### config.mk
export PLATFORM = sky130hd
export DESIGN_NAME = plpc_ctrl
export DESIGN_NICKNAME = d
export VERILOG_FILES = /design/src/hw/rtl/plpc_pkg.sv /design/src/hw/rtl/plpc_ctrl.sv
export SDC_FILE = /design/constraint.sdc
export NUM_CORES = 1
export LEC_CHECK = 0
export BUFFER_PORTS_ARGS = -buffer_cell sky130_fd_sc_hd__clkbuf_2
export CAP_MARGIN = 40
export CORE_UTILIZATION = 50
export DETAILED_ROUTE_END_ITERATION = 6
export PLACE_DENSITY = 0.83
export SYNTH_ARGS = -nofsm -noshare
export SYNTH_HDL_FRONTEND = slang
export SYNTH_SLANG_ARGS = --single-unit
export TNS_END_PERCENT = 5
### constraint.sdc
create_clock -name clk -period 3.6 [get_ports clk]
set_clock_uncertainty 0.05 [all_clocks]
set_input_delay 0.54 -clock clk [delete_from_list [all_inputs] [get_ports clk]]
set_output_delay 0.54 -clock clk [all_outputs]
set_load 0.05 [all_outputs]
### src/hw/rtl/plpc_pkg.sv
// shared types, codes and constants for the point light pool cull unit
package plpc_pkg;

    // number of light slots in the pool
    localparam int POOL_DEPTH = 32;

    // field widths of one transfer
    localparam int IDX_W      = 5;
    localparam int POS_W      = 24;
    localparam int COLOR_W    = 32;
    localparam int RAD_W      = 23;
    localparam int CNT_W      = 6;
    localparam int TDATA_W    = 144;
    localparam int IN_USER_W  = 3;
    localparam int OUT_USER_W = 2;

    // smallest radius given to an added light: 0.1 in Q15.8, rounded
    localparam logic [RAD_W-1:0] MIN_RADIUS = 23'd26;

    typedef enum logic [2:0] {
        OP_ADD    = 3'd0,
        OP_WRITE  = 3'd1,
        OP_READ   = 3'd2,
        OP_REMOVE = 3'd3,
        OP_SET_EN = 3'd4,
        OP_QUERY  = 3'd5
    } op_t;

    typedef enum logic [1:0] {
        STAT_OK        = 2'd0,
        STAT_FULL      = 2'd1,
        STAT_BAD_INDEX = 2'd2,
        STAT_NONE      = 2'd3
    } status_t;

    typedef enum logic [3:0] {
        S_IDLE,
        S_DECODE,
        S_APPLY,
        S_EMIT,
        S_Q_CHECK,
        S_Q_RD,
        S_Q_WAIT,
        S_Q_SQ,
        S_Q_CMP,
        S_Q_EMIT,
        S_Q_TAKE,
        S_Q_FINAL
    } state_t;

    typedef enum logic [1:0] {RA_IDX, RA_LAST, RA_WALK} rd_sel_t;
    typedef enum logic {WA_IDX, WA_COUNT} wa_sel_t;
    typedef enum logic [2:0] {WS_NONE, WS_INPUT, WS_ADD, WS_RDATA, WS_RDATA_EN} work_src_t;
    typedef enum logic [1:0] {IS_NONE, IS_IN, IS_COUNT, IS_WALK} idx_src_t;
    typedef enum logic [1:0] {OI_HELD, OI_ONES, OI_ZERO} out_idx_t;

    // input fields, last declared sits in the lowest bits of tdata
    typedef struct packed {
        logic [CNT_W-1:0]   max_count;
        logic               enable_flag;
        logic [RAD_W-1:0]   radius_in;
        logic [COLOR_W-1:0] color_rgba;
        logic [POS_W-1:0]   pos_z;
        logic [POS_W-1:0]   pos_y;
        logic [POS_W-1:0]   pos_x;
        logic [IDX_W-1:0]   light_index;
    } in_item_t;

    typedef struct packed {
        logic [POS_W-1:0]   x;
        logic [POS_W-1:0]   y;
        logic [POS_W-1:0]   z;
        logic [COLOR_W-1:0] color;
        logic [RAD_W-1:0]   radius;
        logic               enabled;
    } entry_t;

    // controller to datapath
    typedef struct packed {
        logic      latch_in;
        logic      mem_rd;
        rd_sel_t   rd_sel;
        logic      mem_wr;
        wa_sel_t   wa_sel;
        work_src_t work_src;
        idx_src_t  idx_src;
        logic      count_inc;
        logic      count_dec;
        logic      walk_clr;
        logic      walk_inc;
        logic      match_inc;
        logic      out_load;
        status_t   out_status;
        out_idx_t  out_idx;
        logic      out_entry;
        logic      out_last;
    } dp_cmd_t;

    // datapath to controller
    typedef struct packed {
        op_t  op;
        logic idx_valid;
        logic full;
        logic walk_done;
        logic have_match;
        logic hit;
        logic out_free;
    } dp_stat_t;

endpackage

### src/hw/rtl/plpc_ctrl.sv
// operation sequencer for the point light pool cull unit
module plpc_ctrl (
    input  logic                clk,
    input  logic                rst_n,
    input  logic                in_valid,
    output logic                in_ready,
    input  plpc_pkg::dp_stat_t  stat,
    output plpc_pkg::dp_cmd_t   cmd
);

    plpc_pkg::state_t   state_reg, state_next;
    plpc_pkg::status_t  res_status_reg, res_status_next;
    plpc_pkg::out_idx_t res_idx_sel_reg, res_idx_sel_next;
    logic               res_entry_reg, res_entry_next;

    // state and result descriptor registers
    always_ff @(posedge clk or negedge rst_n)
    begin
        if (!rst_n)
        begin
            state_reg       <= plpc_pkg::S_IDLE;
            res_status_reg  <= plpc_pkg::STAT_OK;
            res_idx_sel_reg <= plpc_pkg::OI_HELD;
            res_entry_reg   <= 1'b0;
        end
        else
        begin
            state_reg       <= state_next;
            res_status_reg  <= res_status_next;
            res_idx_sel_reg <= res_idx_sel_next;
            res_entry_reg   <= res_entry_next;
        end
    end

    // next state
    always_comb
    begin
        state_next       = state_reg;
        res_status_next  = res_status_reg;
        res_idx_sel_next = res_idx_sel_reg;
        res_entry_next   = res_entry_reg;
        unique case (state_reg)
            plpc_pkg::S_IDLE:
                if (in_valid)
                begin
                    state_next = plpc_pkg::S_DECODE;
                end
            plpc_pkg::S_DECODE:
            begin
                state_next       = plpc_pkg::S_EMIT;
                res_status_next  = plpc_pkg::STAT_BAD_INDEX;
                res_idx_sel_next = plpc_pkg::OI_HELD;
                res_entry_next   = 1'b0;
                case (stat.op) inside
                    plpc_pkg::OP_ADD:
                        if (stat.full)
                        begin
                            res_status_next  = plpc_pkg::STAT_FULL;
                            res_idx_sel_next = plpc_pkg::OI_ONES;
                        end
                        else
                        begin
                            res_status_next = plpc_pkg::STAT_OK;
                            res_entry_next  = 1'b1;
                        end
                    plpc_pkg::OP_WRITE:
                        if (stat.idx_valid)
                        begin
                            res_status_next = plpc_pkg::STAT_OK;
                            res_entry_next  = 1'b1;
                        end
                    plpc_pkg::OP_READ, plpc_pkg::OP_SET_EN:
                        if (stat.idx_valid)
                        begin
                            res_status_next = plpc_pkg::STAT_OK;
                            res_entry_next  = 1'b1;
                            state_next      = plpc_pkg::S_APPLY;
                        end
                    plpc_pkg::OP_REMOVE:
                        if (stat.idx_valid)
                        begin
                            res_status_next = plpc_pkg::STAT_OK;
                            state_next      = plpc_pkg::S_APPLY;
                        end
                    plpc_pkg::OP_QUERY:
                        state_next = plpc_pkg::S_Q_CHECK;
                    default:
                        res_idx_sel_next = plpc_pkg::OI_ZERO;
                endcase
            end
            plpc_pkg::S_APPLY:
                state_next = plpc_pkg::S_EMIT;
            plpc_pkg::S_EMIT:
                if (stat.out_free)
                begin
                    state_next = plpc_pkg::S_IDLE;
                end
            plpc_pkg::S_Q_CHECK:
                state_next = stat.walk_done ? plpc_pkg::S_Q_FINAL : plpc_pkg::S_Q_RD;
            plpc_pkg::S_Q_RD:
                state_next = plpc_pkg::S_Q_WAIT;
            plpc_pkg::S_Q_WAIT:
                state_next = plpc_pkg::S_Q_SQ;
            plpc_pkg::S_Q_SQ:
                state_next = plpc_pkg::S_Q_CMP;
            plpc_pkg::S_Q_CMP:
                if (!stat.hit)
                begin
                    state_next = plpc_pkg::S_Q_CHECK;
                end
                else if (stat.have_match)
                begin
                    state_next = plpc_pkg::S_Q_EMIT;
                end
                else
                begin
                    state_next = plpc_pkg::S_Q_TAKE;
                end
            plpc_pkg::S_Q_EMIT:
                if (stat.out_free)
                begin
                    state_next = plpc_pkg::S_Q_TAKE;
                end
            plpc_pkg::S_Q_TAKE:
                state_next = plpc_pkg::S_Q_CHECK;
            plpc_pkg::S_Q_FINAL:
                if (stat.out_free)
                begin
                    state_next = plpc_pkg::S_IDLE;
                end
            default:
                state_next = plpc_pkg::S_IDLE;
        endcase
    end

    // datapath commands
    always_comb
    begin
        cmd            = '0;
        cmd.rd_sel     = plpc_pkg::RA_IDX;
        cmd.wa_sel     = plpc_pkg::WA_IDX;
        cmd.work_src   = plpc_pkg::WS_NONE;
        cmd.idx_src    = plpc_pkg::IS_NONE;
        cmd.out_status = plpc_pkg::STAT_OK;
        cmd.out_idx    = plpc_pkg::OI_HELD;
        in_ready       = 1'b0;
        unique case (state_reg)
            plpc_pkg::S_IDLE:
            begin
                in_ready     = 1'b1;
                cmd.latch_in = in_valid;
            end
            plpc_pkg::S_DECODE:
            begin
                cmd.idx_src = plpc_pkg::IS_IN;
                case (stat.op) inside
                    plpc_pkg::OP_ADD:
                        if (!stat.full)
                        begin
                            cmd.mem_wr    = 1'b1;
                            cmd.wa_sel    = plpc_pkg::WA_COUNT;
                            cmd.work_src  = plpc_pkg::WS_ADD;
                            cmd.idx_src   = plpc_pkg::IS_COUNT;
                            cmd.count_inc = 1'b1;
                        end
                    plpc_pkg::OP_WRITE:
                        if (stat.idx_valid)
                        begin
                            cmd.mem_wr   = 1'b1;
                            cmd.work_src = plpc_pkg::WS_INPUT;
                        end
                    plpc_pkg::OP_READ, plpc_pkg::OP_SET_EN:
                        cmd.mem_rd = stat.idx_valid;
                    plpc_pkg::OP_REMOVE:
                    begin
                        cmd.mem_rd = stat.idx_valid;
                        cmd.rd_sel = plpc_pkg::RA_LAST;
                    end
                    plpc_pkg::OP_QUERY:
                        cmd.walk_clr = 1'b1;
                    default:
                        cmd.walk_clr = 1'b0;
                endcase
            end
            plpc_pkg::S_APPLY:
                case (stat.op) inside
                    plpc_pkg::OP_SET_EN:
                    begin
                        cmd.mem_wr   = 1'b1;
                        cmd.work_src = plpc_pkg::WS_RDATA_EN;
                    end
                    plpc_pkg::OP_REMOVE:
                    begin
                        // last entry moves into the freed slot
                        cmd.mem_wr    = 1'b1;
                        cmd.work_src  = plpc_pkg::WS_RDATA;
                        cmd.count_dec = 1'b1;
                    end
                    default:
                        cmd.work_src = plpc_pkg::WS_RDATA;
                endcase
            plpc_pkg::S_EMIT:
            begin
                cmd.out_load   = stat.out_free;
                cmd.out_status = res_status_reg;
                cmd.out_idx    = res_idx_sel_reg;
                cmd.out_entry  = res_entry_reg;
                cmd.out_last   = 1'b1;
            end
            plpc_pkg::S_Q_RD:
            begin
                cmd.mem_rd = 1'b1;
                cmd.rd_sel = plpc_pkg::RA_WALK;
            end
            plpc_pkg::S_Q_CMP:
                cmd.walk_inc = !stat.hit;
            plpc_pkg::S_Q_EMIT:
            begin
                // the held match is not the last one
                cmd.out_load  = stat.out_free;
                cmd.out_entry = 1'b1;
            end
            plpc_pkg::S_Q_TAKE:
            begin
                cmd.work_src  = plpc_pkg::WS_RDATA;
                cmd.idx_src   = plpc_pkg::IS_WALK;
                cmd.match_inc = 1'b1;
                cmd.walk_inc  = 1'b1;
            end
            plpc_pkg::S_Q_FINAL:
            begin
                cmd.out_load = stat.out_free;
                cmd.out_last = 1'b1;
                if (stat.have_match)
                begin
                    cmd.out_entry = 1'b1;
                end
                else
                begin
                    cmd.out_status = plpc_pkg::STAT_NONE;
                    cmd.out_idx    = plpc_pkg::OI_ZERO;
                end
            end
            default:
                in_ready = 1'b0;
        endcase
    end

endmodule
After elaboration in Yosys (flattened, before gate mapping) --
Index checks and enable logic that the tools add are counted.
Operators by class: reductions and logical operators 7, equal/unequal tests 19, mux-type cells 72
Operators with widths (count):
- case mux 4 bit (11 select lines) | 1
- 2-to-1 mux 1 bit | 35
- 2-to-1 mux 3 bit | 9
- 2-to-1 mux 2 bit | 13
- 2-to-1 mux 4 bit | 6
- == test 4 x 3 -> 1 bit (second input constant) | 4
- == test 4 bit (second input constant) | 4
- case mux 3 bit (3 select lines) | 1
- == test 4 x 2 -> 1 bit (second input constant) | 2
- 2-to-1 mux 8 bit | 1
- case mux 4 bit (2 select lines) | 1
- == test 3 x 2 -> 1 bit (second input constant) | 2
- == test 3 bit (second input constant) | 2
- case mux 3 bit (2 select lines) | 1
- == test 4 x 1 -> 1 bit (second input constant) | 1
- logical NOT 4 bit | 1
- inequality test 2 bit (second input constant) | 2
- case mux 1 bit (2 select lines) | 2
- case mux 2 bit (2 select lines) | 1
- OR reduction 2 bit | 2
- == test 3 x 1 -> 1 bit (second input constant) | 1
- logical NOT 3 bit | 1
- case mux 1 bit (3 select lines) | 1
- AND reduction 3 bit | 1
- other kinds (3) | 3
Word-level totals: input port bits 12, register bits after elaboration 9, output and inout port bits 24

Logic depth before layout (Yosys ltp) --
Gate-level depths: netlist of the first run.
word-level depth 7, mapped depth 6, depth with buffers taken out 4

Worst setup path after synthesis of the first run --
Ideal clock, no wire load.
path kind register to output, start register state_reg[3], end output port cmd[22] (netlist bit), stages on the path, launching flop included 4, slack 205 ps, data arrival time 2805 ps, path through dfrtp_1 > clkbuf_1 > nor4_1 > and2_1
RTL lines:
- start, declared | line plpc_ctrl.sv:11 | plpc_pkg::state_t state_reg, state_next;
- start signal, assigned | line plpc_ctrl.sv:21 | state_reg <= plpc_pkg::S_IDLE;
- start signal, assigned | line plpc_ctrl.sv:28 | state_reg <= state_next;
- end, declared | line plpc_ctrl.sv:8 | output plpc_pkg::dp_cmd_t cmd

==> results of run 1 <==
==> cell usage after synthesis, types with 2 or more instances <==
library cell  instances  share of area, %
nand3_1               2               1.2
nor4_1                4               3.0
nand2_1              18               8.0
nand2b_1              5               3.7
nor2b_1               3               2.2
inv_1                 6               2.7
and2_1                2               1.5
nor3_1                6               3.6
a31oi_1               3               2.2
clkbuf_1              8               3.6
o21ai_0               9               5.3
nor2_1               15               6.7
or3_1                 2               1.5
a21oi_1              13               7.7
dfrtp_1               8                24
nor3b_1               2               1.8
o22ai_1               5               3.7
==> power breakdown <==
group	switching, mW	leakage [nW]	total [mW]	internal [mW]
Combinational	0.469	0.372	0.655	0.186
Clock	0.0271	0.0138	0.0650	0.0379
Sequential	0.0831	0.103	0.213	0.130
Total	0.579	0.488	0.932	0.353
==> cell families (layout without fill, tap and decap cells) <==
logic type	after synthesis	count (layout)	synth area share (%)
AOI/OAI and AO/OA	39	39	28.4
and+or+nand+nor	64	64	39.4
buffers and inverters	16	44	8.47
DFF	8	8	23.8
==> critical path: stages, from the launching register on <==
cell and delay [ns]:
dfrtp_1 0.56, or3_4 0.47, or2_4 0.26, or4_4 0.44, inv_1 0.09, clkbuf_2 0.28
==> metal layers <==
metal  global-route usage (%)  vias up  wire length (µm)
li1                         -      517                 -
met1                     37.0      462               974
met2                     41.2       44              1110
met3                     5.53        2               156
met4                     3.64        0                14
met5                        0        -                 0
==> how the worst max path moves through the flow <==
stage / end / slack (ns) / cells after the start / start
final: cmd[11] / 0.66 / 5 / state_reg[2]
after global routing: cmd[11] / 0.56 / 5 / state_reg[2]
after CTS: cmd[11] / 0.66 / 5 / state_reg[2]
after detailed placement: cmd[11] / 0.87 / 6 / stat[8]
after global placement: cmd[13] / 0.93 / 6 / stat[8]
after floorplan: cmd[22] / 0.20 / 3 / state_reg[3]
==> layout make-up <==
class                      count  area, µm²  share of cell area, %
clock buffer                   3       22.5                   2.23
inverter                       6       22.5                   2.23
multi-input combinational    103        571                   56.4
sequential                     8        200                   19.8
tap                           16       20.0                   1.98
timing repair buffer          35        175                   17.3
==> flow_metrics.tcl, run 1 <==
set metrics [dict create \
    io_pins 36 \
    synth_edf_count 0 \
    setup_violations 0 \
    path_class "reg -> out" \
    status "completed" \
    r2r_setup_slack_ns 1.84 \
    fmax_mhz 340 \
    die_h_um 43.0 \
    ys_types 33 \
    hold_path_class "in -> async" \
    p_per_area_mw_per_mm2 922 \
    die_area_mm2 0.00185 \
    grt_overflow_total 0 \
    design_area_mm2 0.00101 \
    min_period_ns 2.94 \
    cp.arrival_ns 2.35 \
    worstPathRequired_ns 3.01 \
    pre_cts_ws_ns 0.874 \
    fin_cells 171 \
    async_flop_share_pct 100 \
    clockRootBuffer "clkbuf_4" \
    start_util_pct 54.6 \
    fin_tns_setup_ns 0 \
    synth_nets 139 \
    grt_pass1_wl_um 3700 \
    dr.first_iter.drc_count 38 \
    placed_area_um2 988 \
    ys_ff_latch 8 \
    wl_per_cell_um 13.2 \
    port_buffers 35 \
    cts_sinks 8 \
    cts_setup_buffers 0 \
    reg2reg_depth 4 \
    first_pass_iters 5 \
    cp_max_fo 20 \
    finalCoreUtilization_pct 65.6 \
    vias_per_cell 5.99 \
    synth_area_um2 842 \
    coreArea_mm2 0.00154 \
    cts_resized 0 \
    largest_reg_flops 4 \
    route.detailed.drc 0 \
    grt_max_degree 21 \
    final_common_cell "clkbuf_2" \
    synthCells 127 \
    grtUsageTotal_pct 25.9 \
    reg2reg_to "state_reg[2]" \
    tightestPinTransition_ns 0.521 \
    rows 14 \
    syn_area_per_cell_um2 6.63 \
    routabilityCongestion 0.960 \
    fin_nets 169 \
    first_global_vias 841 \
    mostFrequentLayoutCells "clkbuf_2, nand2_1, nor2_1, a21oi_1, o21ai_0" \
    vias 1025 \
    holdWs_ns 0.0730 \
    final_hold_viol_count 0 \
    worstSkewPairLatency_ns 0.25 \
    rsz0062_at_grt "no" \
    slew_violations 0 \
    fin_total_pwr_mw 0.932 \
    path_clk_slew_ns 0.05 \
    ys_dominant_reg_cell "dfrtp_1" \
    critPathLaunchType "flop" \
    maxCapViolCount 0 \
    htreeDepth 1 \
    end_kind "primary output" \
    cts_max_path_buffers 2 \
    fillers 141 \
    yosysSeqAreaShare_pct 23.8 \
    cts_made_buffers 3 \
    ir_worst_vdd_uv 541 \
    routed_wl_um 2250 \
    die_w_um 43.0 \
    ant_nets 0 \
    cts_tree "built" \
    antenna_found_initial 0 \
    r2r-start "state_reg[1]" \
    period_share_pct 81.8 \
    finalWorstSetupSlack_ns 0.656 \
    drive_above_1_share_pct 27.1 \
    slew_headroom_pct 65.3 \
    p_leak_nw 0.488 \
    place_inst 168 \
    antenna_cells 0 \
    yosys_warnings 0 \
    hpwlAfterDp_um 1720 \
    area_growth_pct 20.1 \
    hold_buffers 0 \
]
Power figures use the tool's default switching activity.
==> inputs of run 2 (changes only) <==
--- a/config.mk
+++ b/config.mk
@@ -5,11 +5,12 @@
 export SDC_FILE = /design/constraint.sdc
 export NUM_CORES = 1
 export LEC_CHECK = 0
+export ABC_AREA = 1
 export BUFFER_PORTS_ARGS = -buffer_cell sky130_fd_sc_hd__clkbuf_2
 export CAP_MARGIN = 40
-export CORE_UTILIZATION = 50
+export CORE_UTILIZATION = 45
 export DETAILED_ROUTE_END_ITERATION = 6
-export PLACE_DENSITY = 0.83
+export PLACE_DENSITY = 0.78
 export SYNTH_ARGS = -nofsm -noshare
 export SYNTH_HDL_FRONTEND = slang
 export SYNTH_SLANG_ARGS = --single-unit
==> constraint.sdc (replaced) <==
create_clock -name clk -period 3.1 [get_ports clk]
set_clock_uncertainty 0.05 [all_clocks]
set_input_delay 0.465 -clock clk [delete_from_list [all_inputs] [get_ports clk]]
set_output_delay 0.465 -clock clk [all_outputs]
set_load 0.05 [all_outputs]
==> flow_metrics.tcl, run 2 <==
set metrics [dict create \
    fillers 162 \
    hpwlAfterDp_um 1730 \
    ys_ff_latch 8 \
    synth_nets 154 \
    reg2reg_depth 8 \
    coreArea_mm2 0.00156 \
    grt_overflow_total 0 \
    fmax_mhz 435 \
    fin_tns_setup_ns 0 \
    io_pins 36 \
    fin_total_pwr_mw 1.10 \
    yosysSeqAreaShare_pct 25.8 \
    rsz0062_at_grt "no" \
    first_pass_iters 6 \
    finalCoreUtilization_pct 62.8 \
    status "complete, but fails checks" \
    dr.first_iter.drc_count 38 \
    hold_path_class "in -> async" \
    period_share_pct 74.2 \
    cp.arrival_ns 1.79 \
    antenna_cells 0 \
    synth_edf_count 0 \
    cts_tree "built" \
    synth_commonest_cells "nand2_1, inv_1, nor2_1" \
    routabilityCongestion 0.899 \
    ir_worst_vdd_uv 555 \
    synth_top_area_share_pct 25.8 \
    ys_types 18 \
    slew_headroom_pct 79.4 \
    clockRootBuffer "clkbuf_4" \
    start_util_pct 49.7 \
    tightestPinTransition_ns 0.308 \
    cp_max_fo 5 \
    pre_cts_ws_ns 1.06 \
    synthTopCellsByArea "dfrtp_1, nand2_1, inv_1, nor2_1, nand3_1" \
    routed_wl_um 1990 \
    maxCapViolCount 0 \
    register_area_um2 200 \
    multi_input_area_um2 442 \
    reg2reg_to "state_reg[0]" \
    yosys_warnings 0 \
    grt_max_degree 12 \
    cts_made_buffers 3 \
    synth.most_common_cell "nand2_1" \
    cts_resized 0 \
    die_w_um 43.5 \
    path_clk_slew_ns 0.05 \
    worst-path-buf-inv 2 \
    cp_slowest_stage_delay_ns 0.45 \
    slew_violations 0 \
    r2r_setup_slack_ns 1.63 \
    cpLargestDelayFamily "simple AND/OR/NAND/NOR gates" \
    antenna_found_initial 0 \
    vias_per_cell 5.02 \
    min_period_ns 2.30 \
    p_leak_nw 0.644 \
    synth_area_um2 774 \
    final_hold_viol_count 8 \
    end_kind "primary output" \
    grt_pass1_wl_um 3240 \
    place_inst 191 \
    path_class "reg -> out" \
    holdWs_ns -0.00663 \
    synth_top_area_cell "dfrtp_1" \
    rows 14 \
    violations "DRC, hold timing" \
    cts_max_path_buffers 2 \
    worstPathRequired_ns 2.58 \
    final_common_cell "nand2_1" \
    vias 973 \
    async_flop_share_pct 100 \
    cts_setup_buffers 0 \
    synthCells 142 \
    ys_dominant_reg_cell "dfrtp_1" \
    r2r-start "state_reg[0]" \
    drive_above_1_share_pct 27.0 \
    wl_per_cell_um 10.2 \
    area_growth_pct 26.5 \
    cp_slowest_cell "dfrtp_1" \
    cp_common_cell "nand2_1" \
    largest_reg_flops 4 \
    setup_violations 0 \
    route.detailed.drc 5 \
    fin_cells 194 \
    p_per_area_mw_per_mm2 1120 \
    fin_nets 192 \
    htreeDepth 1 \
    syn_area_per_cell_um2 5.45 \
    ant_nets 0 \
    path_cells "nor2_4, inv_2, nor2_2, o21a_1, nand2_1, nand2_1, clkbuf_2" \
    worstSkewPairLatency_ns 0.26 \
    first_global_vias 805 \
    die_h_um 43.5 \
    die_area_mm2 0.00189 \
    finalWorstSetupSlack_ns 0.800 \
    cts_sinks 8 \
    port_buffers 35 \
    mostFrequentLayoutCells "nand2_1, clkbuf_2, inv_1, nor2_1, nand3_1" \
    hold_buffers 0 \
    grtUsageTotal_pct 23.5 \
    critPathLaunchType "flop" \
]
-- run 2: changes by cell type after synthesis, moves of 7 or more --
cell / delta
nand3_1: +7
inv_1: +23
nor2_1: +8
clkbuf_1: -8
a21oi_1: -8
nand2_1: +25
-- run 2: area by class of cell --
class	instances	area share, %
Tap cell	16	2.04
Sequential cell	8	20.4
Multi-Input combinational cell	100	45.1
Inverter	32	12.3
Clock buffer	3	2.30
Timing Repair Buffer	35	17.9
-- run 2: where the power goes --
part / total [mW] / internal [mW] / switching (mW)
Clock: 0.0799 / 0.0443 / 0.0356
Combinational: 0.824 / 0.192 / 0.632
Sequential: 0.196 / 0.154 / 0.0427
-- run 2: metrics by stage --
stage	hold WS [ns]	cell area, µm²
after floorplan	0.119	774
after global placement	0.268	957
after detailed placement	0.272	957
after CTS	0.00149	980
after global routing	0.00743	980
final	-0.00663	980
-- run 2: kinds of logic (layout without fill, tap and decap cells) --
family	Yosys count	in the layout	synth area share, %
compound gates	19	19	13.7
flops	8	8	25.8
buf+inv	34	70	17.1
simple gates	81	81	43.3
-- run 2: worst max path at each step --
stage                       from      end  slack [ns]  cells past startpoint
global route        state_reg[2]  cmd[18]        0.69                      7
floorplan           state_reg[0]   cmd[6]        0.43                      4
global placement         stat[8]  cmd[15]        1.10                      7
finish              state_reg[2]  cmd[18]        0.80                      7
CTS                 state_reg[2]  cmd[18]        0.81                      7
detailed placement       stat[8]  cmd[15]        1.06                      7
-- run 2: layer usage --
metal / GRT usage, % / share of wire [%] / vias to the layer above
met3: 2.50 / 5.0 / 4
li1: - / - / 505
met4: 11.3 / 2.1 / 0
met2: 37.0 / 45 / 31
met5: 0 / 0 / -
met1: 32.2 / 48 / 433
==> inputs of run 3 (changes only) <==
--- a/config.mk
+++ b/config.mk
@@ -5,12 +5,12 @@
 export SDC_FILE = /design/constraint.sdc
 export NUM_CORES = 1
 export LEC_CHECK = 0
-export ABC_AREA = 1
+export ABC_AREA = 0
 export BUFFER_PORTS_ARGS = -buffer_cell sky130_fd_sc_hd__clkbuf_2
 export CAP_MARGIN = 40
-export CORE_UTILIZATION = 45
+export CORE_UTILIZATION = 42
 export DETAILED_ROUTE_END_ITERATION = 6
-export PLACE_DENSITY = 0.78
+export PLACE_DENSITY = 0.75
 export SYNTH_ARGS = -nofsm -noshare
 export SYNTH_HDL_FRONTEND = slang
 export SYNTH_SLANG_ARGS = --single-unit
==> constraint.sdc (replaced) <==
create_clock -name clk -period 1.99 [get_ports clk]
set_clock_uncertainty 0.05 [all_clocks]
set_input_delay 0.2985 -clock clk [delete_from_list [all_inputs] [get_ports clk]]
set_output_delay 0.2985 -clock clk [all_outputs]
set_load 0.05 [all_outputs]
==> flow_metrics.tcl, run 3 (synthesized netlist as in run 1, its figures left out) <==
set metrics [dict create \
    power.share.clock_pct 6.6 \
    cp_slowest_stage_delay_ns 0.46 \
    vias 1139 \
    pre_cts_ws_ns -0.153 \
    grt_overflow_total 0 \
    p_per_area_mw_per_mm2 1600 \
    fmax_mhz 421 \
    hpwlAfterDp_um 2020 \
    place_inst 190 \
    fillers 141 \
    area_growth_pct 57.4 \
    port_buffers 35 \
    first_global_vias 986 \
    holdWs_ns 0.290 \
    rsz0062_at_grt "yes" \
    cpLargestDelayFamily "simple AND/OR/NAND/NOR gates" \
    routed_wl_um 2920 \
    clockRootBuffer "clkbuf_4" \
    fin_tns_setup_ns -2.25 \
    die_w_um 46.8 \
    cts_max_path_buffers 2 \
    status "complete, but fails checks" \
    start_util_pct 46.7 \
    grt_max_degree 20 \
    final_hold_viol_count 0 \
    io_pins 36 \
    slew_headroom_pct 76.2 \
    ir_worst_vdd_uv 979 \
    mostFrequentLayoutCells "nand2_1, buf_4, clkbuf_2, nor2_1, a21oi_1" \
    path_class "reg -> out" \
    end_kind "primary output" \
    hold_path_class "in -> reg" \
    drive_above_1_share_pct 40.2 \
    cp.arrival_ns 2.03 \
    routabilityCongestion 0.837 \
    slew_violations 0 \
    largest_reg_flops 4 \
    cp_slowest_cell "or4_4" \
    route.detailed.drc 0 \
    worst-path-buf-inv 2 \
    p_leak_nw 0.592 \
    grtUsageTotal_pct 29.4 \
    path_cells "or3_4, or2_4, or4_4, clkinvlp_4, buf_8" \
    finalWorstSetupSlack_ns -0.384 \
    htreeDepth 1 \
    first_pass_iters 4 \
    cts_tree "built" \
    antenna_cells 0 \
    worstPathRequired_ns 1.64 \
    path_clk_slew_ns 0.06 \
    ant_nets 0 \
    wl_per_cell_um 15.1 \
    p_seq_share_pct 13.0 \
    setup_violations 10 \
    p_sw_mw 1.22 \
    period_share_pct 119 \
    die_area_mm2 0.00219 \
    cts_made_buffers 3 \
    grt_pass1_wl_um 4500 \
    coreArea_mm2 0.00180 \
    dr.first_iter.drc_count 41 \
    pwr-share-comb_pct 80.4 \
    multi_input_area_um2 651 \
    final_common_cell "nand2_1" \
    maxCapViolCount 0 \
    rows 15 \
    swShare_pct 57.3 \
    critPathLaunchType "flop" \
    antenna_found_initial 0 \
    tightestPinTransition_ns 0.354 \
    min_period_ns 2.37 \
    fin_nets 183 \
    violations "setup timing" \
    die_h_um 46.8 \
    cp_max_fo 3 \
    fin_cells 194 \
    cts_setup_buffers 0 \
    cellInternalPower_mw 0.905 \
    cts_sinks 8 \
    worstSkewPairLatency_ns 0.27 \
    register_area_um2 200 \
    vias_per_cell 5.87 \
]
[run 3: final timing paths]
check	cells after the start	startpoint	slack, ns	endpoint
worst min-delay path	2	stat[0]	0.29	state_reg[0]
worst min register to register	2	res_entry_reg	0.43	res_entry_reg
min in group asynchronous	2	rst_n	0.37	res_idx_sel_reg[1]
worst max-delay path	5	state_reg[3]	-0.38	cmd[17]
max in group asynchronous	2	rst_n	1.33	state_reg[1]
worst max register to register	5	state_reg[3]	0.39	state_reg[0]
[run 3: final cells by class]
class | count | share of cell area (%)
well taps | 25 | 2.36
multi-input cells | 103 | 49.1
clock buffers | 3 | 1.70
flip-flops and latches | 8 | 15.1
repair buffers | 49 | 29.7
inverters | 6 | 1.98
[run 3: routing by layer]
layer  GRT usage [%]  wire length, µm  up-vias
li1                -                -      543
met1            38.3             1130      517
met2            49.4             1490       66
met3            3.46              221       13
met4            12.6               86        0
met5               0                0        -
[run 3: power by group through the flow]
| stage | clock network, mW | logic [mW] | registers, mW |
|---|---|---|---|
| 6_report | 0.140 | 1.71 | 0.277 |
| 2_1_floorplan | 0 | 1.12 | 0.282 |
| 3_3_place_gp | 0 | 1.48 | 0.272 |
| 4_1_cts | 0.140 | 1.61 | 0.274 |
| 5_1_grt | 0.145 | 1.81 | 0.284 |
| 3_5_place_dp | 0 | 1.50 | 0.278 |
[run 3: timing repair]
item,in CTS,in global routing
hold buffers,1,0
resized for setup,27,26
hold endpoints to repair,8,0
endpoints found under the setup margin,14,22
pin swaps,1,1
[run 3: through the flow]
stage / util, % / area, µm² / power [mW]
after CTS: 71.4 / 1290 / 2.03
after global placement: 63.8 / 1150 / 1.75
after floorplan: - / 902 / 1.40
after global routing: 73.5 / 1330 / 2.23
after detailed placement: 63.8 / 1150 / 1.78
final: 73.5 / 1330 / 2.12
